==> src/design/tep_pkg.sv <==
// Shared types, byte codes and a helper function for the terminal escape event parser.
package tep_pkg;

  localparam logic [7:0] BYTE_NUL      = 8'h00;
  localparam logic [7:0] BYTE_ESC      = 8'h1b;
  localparam logic [7:0] BYTE_LBRACKET = 8'h5b;
  localparam logic [7:0] BYTE_LESS     = 8'h3c;
  localparam logic [7:0] BYTE_KEY_END  = 8'h75;
  localparam logic [7:0] BYTE_PRESS    = 8'h4d;
  localparam logic [7:0] BYTE_RELEASE  = 8'h6d;
  localparam logic [7:0] BYTE_SEMI     = 8'h3b;
  localparam logic [7:0] BYTE_COLON    = 8'h3a;
  localparam logic [7:0] BYTE_ZERO     = 8'h30;
  localparam logic [7:0] BYTE_NINE     = 8'h39;

  localparam logic KIND_KEY   = 1'b0;
  localparam logic KIND_MOUSE = 1'b1;

  typedef enum logic [3:0] {
    MODE_IDLE  = 4'b0001,
    MODE_ESC   = 4'b0010,
    MODE_CSI   = 4'b0100,
    MODE_MOUSE = 4'b1000
  } mode_t;

  typedef enum logic [5:0] {
    KP_CODE     = 6'b000001,
    KP_MOD      = 6'b000010,
    KP_SEEK     = 6'b000100,
    KP_ACTION   = 6'b001000,
    KP_DONE_NOC = 6'b010000,
    KP_DONE_COL = 6'b100000
  } key_phase_t;

  typedef enum logic [3:0] {
    MP_BUTTON = 4'b0001,
    MP_X      = 4'b0010,
    MP_Y      = 4'b0100,
    MP_DONE   = 4'b1000
  } mouse_phase_t;

  // One parameter byte as both interpreters see it.
  typedef struct packed {
    logic       clear;
    logic       feed;
    logic       is_digit;
    logic [3:0] digit;
    logic       is_semi;
    logic       is_colon;
  } param_feed_t;

  // Decimal accumulate that saturates at limit.
  function automatic logic [31:0] sat_dec(input logic [31:0] acc, input logic [3:0] digit,
                                          input logic [31:0] limit);
    logic [35:0] v;
    v = ({4'b0000, acc} << 3) + ({4'b0000, acc} << 1) + {32'd0, digit};
    return (v > {4'b0000, limit}) ? limit : v[31:0];
  endfunction

endpackage

==> src/design/tep_key_interp.sv <==
// Keyboard layout interpreter: codepoint ; modifier : event type.
module tep_key_interp
  import tep_pkg::*;
(
  input  logic        clk,
  input  logic        rst,
  input  param_feed_t feed,
  output logic [31:0] key_codepoint,
  output logic [7:0]  key_modifiers,
  output logic [7:0]  key_action
);

  key_phase_t  key_phase, key_phase_next;
  logic [31:0] codepoint_acc, codepoint_acc_next;
  logic [8:0]  modifier_acc, modifier_acc_next;
  logic [7:0]  action_acc, action_acc_next;
  logic [31:0] cp_sat, mod_sat, act_sat;

  assign cp_sat  = sat_dec(codepoint_acc, feed.digit, 32'hFFFF_FFFF);
  assign mod_sat = sat_dec({23'd0, modifier_acc}, feed.digit, 32'd256);
  assign act_sat = sat_dec({24'd0, action_acc}, feed.digit, 32'd255);

  always_comb begin
    key_phase_next     = key_phase;
    codepoint_acc_next = codepoint_acc;
    modifier_acc_next  = modifier_acc;
    action_acc_next    = action_acc;
    if (feed.clear) begin
      key_phase_next     = KP_CODE;
      codepoint_acc_next = '0;
      modifier_acc_next  = '0;
      action_acc_next    = '0;
    end else if (feed.feed) begin
      case (key_phase)
        KP_CODE: begin
          if (feed.is_digit) codepoint_acc_next = cp_sat;
          else key_phase_next = feed.is_semi ? KP_MOD : KP_DONE_NOC;
        end
        KP_MOD: begin
          if (feed.is_digit) modifier_acc_next = mod_sat[8:0];
          else key_phase_next = feed.is_colon ? KP_ACTION : KP_SEEK;
        end
        KP_SEEK: begin
          if (feed.is_colon) key_phase_next = KP_ACTION;
        end
        KP_ACTION: begin
          if (feed.is_digit) action_acc_next = act_sat[7:0];
          else key_phase_next = KP_DONE_COL;
        end
        default: begin
        end
      endcase
    end
  end

  always_ff @(posedge clk) begin
    if (rst) begin
      key_phase     <= KP_CODE;
      codepoint_acc <= '0;
      modifier_acc  <= '0;
      action_acc    <= '0;
    end else begin
      key_phase     <= key_phase_next;
      codepoint_acc <= codepoint_acc_next;
      modifier_acc  <= modifier_acc_next;
      action_acc    <= action_acc_next;
    end
  end

  logic       mod_seen, act_seen;
  logic [8:0] mod_less;

  assign mod_seen = (key_phase == KP_MOD) || (key_phase == KP_SEEK) ||
                    (key_phase == KP_ACTION) || (key_phase == KP_DONE_COL);
  assign act_seen = (key_phase == KP_ACTION) || (key_phase == KP_DONE_COL);
  assign mod_less = modifier_acc - 9'd1;

  assign key_codepoint = codepoint_acc;
  assign key_modifiers = (mod_seen && (modifier_acc != 9'd0)) ? mod_less[7:0] : 8'd0;
  assign key_action    = act_seen ? action_acc : 8'd1;

endmodule

==> src/design/tep_mouse_interp.sv <==
// SGR mouse layout interpreter: button ; column ; row.
module tep_mouse_interp
  import tep_pkg::*;
(
  input  logic        clk,
  input  logic        rst,
  input  param_feed_t feed,
  output logic [7:0]  mouse_button,
  output logic [15:0] mouse_x,
  output logic [15:0] mouse_y
);

  mouse_phase_t mouse_phase, mouse_phase_next;
  logic [7:0]   button_acc, button_acc_next;
  logic [15:0]  column_acc, column_acc_next;
  logic [15:0]  row_acc, row_acc_next;
  logic [31:0]  btn_sat, col_sat, row_sat;

  assign btn_sat = sat_dec({24'd0, button_acc}, feed.digit, 32'd255);
  assign col_sat = sat_dec({16'd0, column_acc}, feed.digit, 32'd65535);
  assign row_sat = sat_dec({16'd0, row_acc}, feed.digit, 32'd65535);

  always_comb begin
    mouse_phase_next = mouse_phase;
    button_acc_next  = button_acc;
    column_acc_next  = column_acc;
    row_acc_next     = row_acc;
    if (feed.clear) begin
      mouse_phase_next = MP_BUTTON;
      button_acc_next  = '0;
      column_acc_next  = '0;
      row_acc_next     = '0;
    end else if (feed.feed) begin
      case (mouse_phase)
        MP_BUTTON: begin
          if (feed.is_digit) button_acc_next = btn_sat[7:0];
          else mouse_phase_next = feed.is_semi ? MP_X : MP_DONE;
        end
        MP_X: begin
          if (feed.is_digit) column_acc_next = col_sat[15:0];
          else mouse_phase_next = feed.is_semi ? MP_Y : MP_DONE;
        end
        MP_Y: begin
          if (feed.is_digit) row_acc_next = row_sat[15:0];
          else mouse_phase_next = MP_DONE;
        end
        default: begin
        end
      endcase
    end
  end

  always_ff @(posedge clk) begin
    if (rst) begin
      mouse_phase <= MP_BUTTON;
      button_acc  <= '0;
      column_acc  <= '0;
      row_acc     <= '0;
    end else begin
      mouse_phase <= mouse_phase_next;
      button_acc  <= button_acc_next;
      column_acc  <= column_acc_next;
      row_acc     <= row_acc_next;
    end
  end

  assign mouse_button = button_acc;
  assign mouse_x      = column_acc;
  assign mouse_y      = row_acc;

endmodule

==> src/design/terminal_escape_event_parser_core.sv <==
// Top level of the terminal escape event parser: byte register, mode control, result register.
//
// The block takes one terminal byte per transfer on the input channel (in_valid, in_stall,
// in_byte) and gives keyboard or SGR mouse events on the output channel (out_valid,
// out_stall and the event fields). Most bytes give no event; a 'u' that closes a CSI
// sequence with a nonzero codepoint, or an 'M' or 'm' that closes a mouse sequence,
// gives exactly one.
// A byte accepted on the input channel is held in the byte register, then decoded and applied
// to the mode and interpreter state; any event it closes is loaded into the result register
// and offered from there. Throughput is one byte per cycle while the receiver does not stall;
// the per-byte work is one decimal multiply-accumulate per field and a mode update, all between
// the byte register and the result register.
// When the receiver stalls while an event waits, the held byte is not applied and the
// input stalls in turn; the waiting event and its fields hold steady until taken.
// Synchronous reset returns the parser to idle mode with empty registers on both sides.
// PARAM_BUFFER_BYTES less one is how many parameter bytes one sequence may carry; the
// next parameter byte makes the parser drop the sequence and return to idle.
module terminal_escape_event_parser_core
  import tep_pkg::*;
#(
  parameter int PARAM_BUFFER_BYTES = 64
) (
  input  logic        clk,
  input  logic        rst,
  input  logic        in_valid,
  output logic        in_stall,
  input  logic [7:0]  in_byte,
  output logic        out_valid,
  input  logic        out_stall,
  output logic        event_kind,
  output logic [31:0] key_codepoint,
  output logic [7:0]  key_modifiers,
  output logic [7:0]  key_action,
  output logic [7:0]  mouse_button,
  output logic [15:0] mouse_x,
  output logic [15:0] mouse_y,
  output logic        mouse_release
);

  localparam int CountWidth = $clog2(PARAM_BUFFER_BYTES);
  localparam logic [CountWidth-1:0] CountLast = CountWidth'(PARAM_BUFFER_BYTES - 1);

  // Input byte register.
  logic       byte_valid;
  logic [7:0] byte_q;
  logic       fire;

  // The held byte is applied only when the result register can take whatever it gives.
  assign fire     = byte_valid && (!out_valid || !out_stall);
  assign in_stall = byte_valid && !fire;

  always_ff @(posedge clk) begin
    if (rst) begin
      byte_valid <= 1'b0;
    end else if (!in_stall) begin
      byte_valid <= in_valid;
    end
  end

  always_ff @(posedge clk) begin
    if (!in_stall && in_valid) begin
      byte_q <= in_byte;
    end
  end

  // Parser control state.
  mode_t                 mode, mode_next;
  logic [CountWidth-1:0] param_count, param_count_next;
  logic                  text_ended, text_ended_next;
  param_feed_t           feed;
  logic                  res_load;
  logic                  res_kind;

  logic [31:0] ki_codepoint;
  logic [7:0]  ki_modifiers, ki_action;
  logic [7:0]  mi_button;
  logic [15:0] mi_x, mi_y;

  logic is_digit;
  assign is_digit = (byte_q >= BYTE_ZERO) && (byte_q <= BYTE_NINE);

  always_comb begin
    logic [7:0] digit_full;
    logic       param_path;
    digit_full       = byte_q - BYTE_ZERO;
    param_path       = 1'b0;
    mode_next        = mode;
    param_count_next = param_count;
    text_ended_next  = text_ended;
    res_load         = 1'b0;
    res_kind         = KIND_KEY;
    feed.clear       = 1'b0;
    feed.feed        = 1'b0;
    feed.is_digit    = is_digit;
    feed.digit       = is_digit ? digit_full[3:0] : 4'd0;
    feed.is_semi     = (byte_q == BYTE_SEMI);
    feed.is_colon    = (byte_q == BYTE_COLON);

    if (fire) begin
      case (mode)
        MODE_IDLE: begin
          if (byte_q == BYTE_ESC) begin
            mode_next        = MODE_ESC;
            param_count_next = '0;
          end
        end
        MODE_ESC: begin
          param_count_next = '0;
          if (byte_q == BYTE_LBRACKET) begin
            mode_next       = MODE_CSI;
            text_ended_next = 1'b0;
            feed.clear      = 1'b1;
          end else begin
            mode_next = MODE_IDLE;
          end
        end
        MODE_CSI: begin
          if (byte_q == BYTE_LESS) begin
            mode_next = MODE_MOUSE;
          end else if (byte_q == BYTE_KEY_END) begin
            mode_next = MODE_IDLE;
            // A keyboard sequence with a zero codepoint is dropped.
            res_load  = (ki_codepoint != 32'd0);
            res_kind  = KIND_KEY;
          end else begin
            param_path = 1'b1;
          end
        end
        MODE_MOUSE: begin
          if ((byte_q == BYTE_PRESS) || (byte_q == BYTE_RELEASE)) begin
            mode_next = MODE_IDLE;
            res_load  = 1'b1;
            res_kind  = KIND_MOUSE;
          end else begin
            param_path = 1'b1;
          end
        end
        default: begin
          mode_next = MODE_IDLE;
        end
      endcase

      // Parameter byte: count, interpret until text ends; at the limit, drop the sequence.
      if (param_path) begin
        if (param_count < CountLast) begin
          param_count_next = param_count + CountWidth'(1);
          text_ended_next  = text_ended || (byte_q == BYTE_NUL);
          feed.feed        = !text_ended_next;
        end else begin
          mode_next        = MODE_IDLE;
          param_count_next = '0;
        end
      end
    end
  end

  always_ff @(posedge clk) begin
    if (rst) begin
      mode        <= MODE_IDLE;
      param_count <= '0;
      text_ended  <= 1'b0;
    end else begin
      mode        <= mode_next;
      param_count <= param_count_next;
      text_ended  <= text_ended_next;
    end
  end

  tep_key_interp u_key (
    .clk          (clk),
    .rst          (rst),
    .feed         (feed),
    .key_codepoint(ki_codepoint),
    .key_modifiers(ki_modifiers),
    .key_action   (ki_action)
  );

  tep_mouse_interp u_mouse (
    .clk         (clk),
    .rst         (rst),
    .feed        (feed),
    .mouse_button(mi_button),
    .mouse_x     (mi_x),
    .mouse_y     (mi_y)
  );

  // Result register. Fields of the other event kind are forced to zero.
  always_ff @(posedge clk) begin
    if (rst) begin
      out_valid <= 1'b0;
    end else if (res_load) begin
      out_valid <= 1'b1;
    end else if (!out_stall) begin
      out_valid <= 1'b0;
    end
  end

  always_ff @(posedge clk) begin
    if (res_load) begin
      event_kind <= res_kind;
      if (res_kind == KIND_MOUSE) begin
        key_codepoint <= '0;
        key_modifiers <= '0;
        key_action    <= '0;
        mouse_button  <= mi_button;
        mouse_x       <= mi_x;
        mouse_y       <= mi_y;
        mouse_release <= (byte_q == BYTE_RELEASE);
      end else begin
        key_codepoint <= ki_codepoint;
        key_modifiers <= ki_modifiers;
        key_action    <= ki_action;
        mouse_button  <= '0;
        mouse_x       <= '0;
        mouse_y       <= '0;
        mouse_release <= 1'b0;
      end
    end
  end

`ifndef SYNTHESIS
  // Events only come out of the two parameter modes.
  a_result_mode: assert property (@(posedge clk) disable iff (rst)
    res_load |-> ((mode == MODE_CSI) || (mode == MODE_MOUSE)))
    else $error("event produced outside a parameter mode");

  // A waiting event is never overwritten by the next byte.
  a_no_overwrite: assert property (@(posedge clk) disable iff (rst)
    (out_valid && out_stall) |-> !res_load)
    else $error("result register overwritten while stalled");

  // The parameter count never passes the buffer limit.
  a_count_bound: assert property (@(posedge clk) disable iff (rst)
    param_count <= CountLast)
    else $error("parameter count beyond buffer size");

  // A keyboard event always carries a nonzero codepoint.
  a_key_nonzero: assert property (@(posedge clk) disable iff (rst)
    (out_valid && (event_kind == KIND_KEY)) |-> (key_codepoint != 32'd0))
    else $error("keyboard event with zero codepoint");
`endif

endmodule
==> config.mk <==
export PLATFORM = sky130hd
export DESIGN_NAME = terminal_escape_event_parser_core
export DESIGN_NICKNAME = d
export VERILOG_FILES = /design/src/design/tep_pkg.sv /design/src/design/tep_key_interp.sv /design/src/design/tep_mouse_interp.sv /design/src/design/terminal_escape_event_parser_core.sv
export SDC_FILE = /design/constraint.sdc
export NUM_CORES = 1
export LEC_CHECK = 0
export BUFFER_PORTS_ARGS = -buffer_cell sky130_fd_sc_hd__buf_2
export CAP_MARGIN = 40
export CELL_PAD_IN_SITES_DETAIL_PLACEMENT = 0
export CELL_PAD_IN_SITES_GLOBAL_PLACEMENT = 1
export CORE_ASPECT_RATIO = 1.25
export CORE_MARGIN = 10
export CORE_UTILIZATION = 40
export DETAILED_ROUTE_END_ITERATION = 6
export PLACE_DENSITY_LB_ADDON = 0.15
export SLEW_MARGIN = 20
export SYNTH_ARGS = -nofsm -noshare
export SYNTH_HDL_FRONTEND = slang
export SYNTH_SLANG_ARGS = --single-unit
==> constraint.sdc <==
create_clock -name clk -period 8.8 [get_ports clk]
set_input_delay 0.88 -clock clk [delete_from_list [all_inputs] [get_ports clk]]
set_output_delay 0.88 -clock clk [all_outputs]
set_load 0.01 [all_outputs]
==> impl_metrics.toml <==
[die]
floorplan.die.height_um = 224
die_area_sq_um = 41100
fp.coreArea_sq_um = 32800
chipWidth_um = 183
fp-row-count = 74
io_pins = 104
start_util = 0.407

[final_layout]
multi_input_comb_area_sq_um = 7880
layout.area.seq_sq_um = 5180
finalNetCount = 1649
final.fill_count = 3200
area_growth_pct = 13.9
final_cell_area_sq_um = 15200
num_antenna_cells = 0
layout_cell_share_with_drive_strength_beyond_1 = 0.150

[synthesis]
yosysWarningCount = 0
ys_types = 79
most_repeated_cell_in_the_gate_level_netlist_after_synthesis = "sky130_fd_sc_hd__ha_1"
synth_largest_type_area_fraction = 0.221
post_synth_inst_count = 1347
synthTopCellsByCount = "sky130_fd_sc_hd__ha_1, sky130_fd_sc_hd__o21ai_0, sky130_fd_sc_hd__dfxtp_1"
post_synth_instance_area_sq_um = 13300
async_reset_ff_frac = 0
netlist_top_cells_area = "sky130_fd_sc_hd__edfxtp_1, sky130_fd_sc_hd__ha_1, sky130_fd_sc_hd__dfxtp_1"
synth_sequential_area_ratio = 0.389
synth_flop_cell = "sky130_fd_sc_hd__dfxtp_1"
avgSynthCellArea_sq_um = 9.91
synth.ff_latch_count = 210
postSynthNetCount = 1545
synth-edff-count = 98
synth.largest_area_cell = "sky130_fd_sc_hd__edfxtp_1"

[clock_network]
tritoncts.num_buffers = 24
cts.sink_count = 210
clock_insertion_delay_worst_skew_ns = 0.54
cts_post_setup_buffers_inserted = 0
cts_tree = "built"
post_cts_hold_buffer_count = 0
htree_num_levels = 1
cts_root_buffer = "sky130_fd_sc_hd__clkbuf_16"
post_cts_resize_count = 0
clkSlewWorstSetupHoldPaths_ns = 0.06
cts.path.max_buffers = 3

[worst_setup_path]
critPathArrivalTime_ns = 5.87
start_kind = "register"
critical_path.max_fanout = 18
criticalPathCategory = "reg2reg"
endpoint_kind = "register"
worst_ep_required_time_ns = 9.22
reg2regPathDepth = 15

[job]
max_cap_violations = 0

[grt]
grt_pass1_wl_um = 53600
grt_start_max_net_pins = 84
grt_pass1_vias = 10480
globalRouteOverflowTotal = 0
grt_antenna_before_repair = 2
total_routing_usage_gr = 0.156

[sta]
setup-tns-final_ns = 0
worst_slew_margin_rel = 0.430
hold_slack_final_ns = 0.480
final_setup_skew_ns = 0.0145
post-route-period-util = 0.619
final_hold_viol_count = 0
max_slew.worst_pin.slew_ns = 0.844
clock.fmax_mhz = 184
max_transition_viols_final = 0
setup_viol = 0
rsz_0062_raised_after_global_routing = "false"
fin_crit_ns = 5.44

[placement]
finalWeightedCongestion = 0.819
dp.final_hpwl_um = 23600
placement.cell_area_sq_um = 14400
io_buffer_count = 103

[routing]
first_iter_violations = 430
final_antenna_net_count = 0
remaining_drc_errors = 0
totalWireLength_um = 32400
via_count = 10275
first_pass_iters = 5
routedWlPerCell_um = 17.2
route.detailed.vias_per_inst = 5.45

[pwr]
power.density_cell_area_nw_per_um2 = 136
ir_drop_v = 0.000130
power_leakage_nw = 7.12

[worst_hold_path]
hold_path_class = "reg2reg"
timing.hold.worst_path_depth = 2

[status]
run_status = "finished clean"
path summary, 6_finish.rpt:
| kind | from | endpoint | slack (ns) |
|---|---|---|---|
| min | text_ended | text_ended | 0.48 |
| max reg2reg | byte_q[6] | u_key.key_codepoint[28] | 3.36 |
| max | byte_q[6] | u_key.key_codepoint[28] | 3.36 |
| min reg2reg | text_ended | text_ended | 0.48 |
power by group:
group	internal, mW	switching, mW	total, mW
Combinational	0.00956	0.0193	0.0289
Clock	0.606	0.407	1.01
Sequential	1.02	0.00608	1.02
Total	1.63	0.432	2.06
critical path: stages (launching register included):
cell and delay (ns):
sky130_fd_sc_hd__edfxtp_1 0.44, sky130_fd_sc_hd__and4bb_2 0.40, sky130_fd_sc_hd__and3_1 0.63, sky130_fd_sc_hd__xor2_1 0.14
sky130_fd_sc_hd__ha_1 0.35, sky130_fd_sc_hd__fa_1 0.47, sky130_fd_sc_hd__a21o_1 0.21, sky130_fd_sc_hd__a311o_1 0.39
sky130_fd_sc_hd__a31oi_1 0.26, sky130_fd_sc_hd__o311ai_1 0.20, sky130_fd_sc_hd__a211oi_1 0.40, sky130_fd_sc_hd__nand2b_1 0.15
sky130_fd_sc_hd__nor4bb_1 0.40, sky130_fd_sc_hd__o2111ai_4 0.36, sky130_fd_sc_hd__buf_16 0.28, sky130_fd_sc_hd__o221a_2 0.24
logic make-up after synthesis:
kind of cell	synth area share
flip-flops	0.389
buffers and inverters	0.0240
AND/OR/NAND/NOR	0.158
adder cells (fa/ha/maj)	0.178
multiplexers	0.00234
AO/OA/AOI/OAI	0.199
XOR/XNOR	0.0499
sequential cells by signal, indices dropped and copies added (netlist names), 6 cells and up:
name / flops
mouse_y: 16
key_action: 8
u_mouse.mouse_y: 16
u_mouse.mouse_x: 16
u_mouse.mouse_button: 8
byte_q: 8
u_key.action_acc: 8
param_count: 6
mouse_x: 16
u_key.modifier_acc: 9
mouse_button: 8
u_key.key_phase: 6
u_key.key_codepoint: 32
key_modifiers: 8
key_codepoint: 32
area by class of cell:
type                            instances  share of cell area
Inverter                               47              0.0116
Clock inverter                         11             0.00930
Clock buffer                           31              0.0426
Sequential cell                       210               0.341
Timing Repair Buffer                  115              0.0422
Multi-Input combinational cell       1053               0.519
Tap cell                              418              0.0344
layer usage:
metal	routed length, um	track usage	part of all wire
met1	14600	0.187	0.45
met2	15700	0.277	0.48
met3	1390	0.0306	0.043
met4	718	0.0448	0.022
met5	20	0	0.00062
cell usage in the layout, fill, tap and decap left out, types with 6 or more instances in the layout:
cell and instances:
sky130_fd_sc_hd__o21a_1 7, sky130_fd_sc_hd__buf_2 103, sky130_fd_sc_hd__xor2_1 34, sky130_fd_sc_hd__nor2_1 84, sky130_fd_sc_hd__o21ba_2 31, sky130_fd_sc_hd__nand2b_1 9
sky130_fd_sc_hd__buf_4 9, sky130_fd_sc_hd__xnor2_1 42, sky130_fd_sc_hd__nand4_1 12, sky130_fd_sc_hd__nor2b_1 46, sky130_fd_sc_hd__a21oi_1 107, sky130_fd_sc_hd__and3_1 13
sky130_fd_sc_hd__a22o_1 8, sky130_fd_sc_hd__o221a_2 17, sky130_fd_sc_hd__clkbuf_16 24, sky130_fd_sc_hd__nand3_1 16, sky130_fd_sc_hd__or3_1 6, sky130_fd_sc_hd__a211oi_1 7
sky130_fd_sc_hd__ha_1 180, sky130_fd_sc_hd__o31ai_1 7, sky130_fd_sc_hd__nor4_1 16, sky130_fd_sc_hd__a21o_1 32, sky130_fd_sc_hd__inv_1 47, sky130_fd_sc_hd__dfxtp_1 112
sky130_fd_sc_hd__fa_1 6, sky130_fd_sc_hd__nand2_1 71, sky130_fd_sc_hd__o21bai_1 7, sky130_fd_sc_hd__o211ai_1 6, sky130_fd_sc_hd__edfxtp_1 98, sky130_fd_sc_hd__o21ai_0 118
sky130_fd_sc_hd__a31oi_1 12, sky130_fd_sc_hd__nor3_1 19, sky130_fd_sc_hd__and2_1 52
metrics by stage:
stage | power [mW] | instances | setup WS (ns) | util
4_1_cts | 2.10 | 1883 | 3.32 | 0.463
6_report | 2.06 | 1885 | 3.36 | 0.464
3_5_place_dp | 1.07 | 1841 | 3.33 | 0.439
3_3_place_gp | 1.07 | 1840 | 3.35 | 0.438
2_1_floorplan | 1.06 | 1347 | 2.53 | -
5_1_grt | 2.15 | 1885 | 2.96 | 0.464
Power figures use the tool's default switching activity.
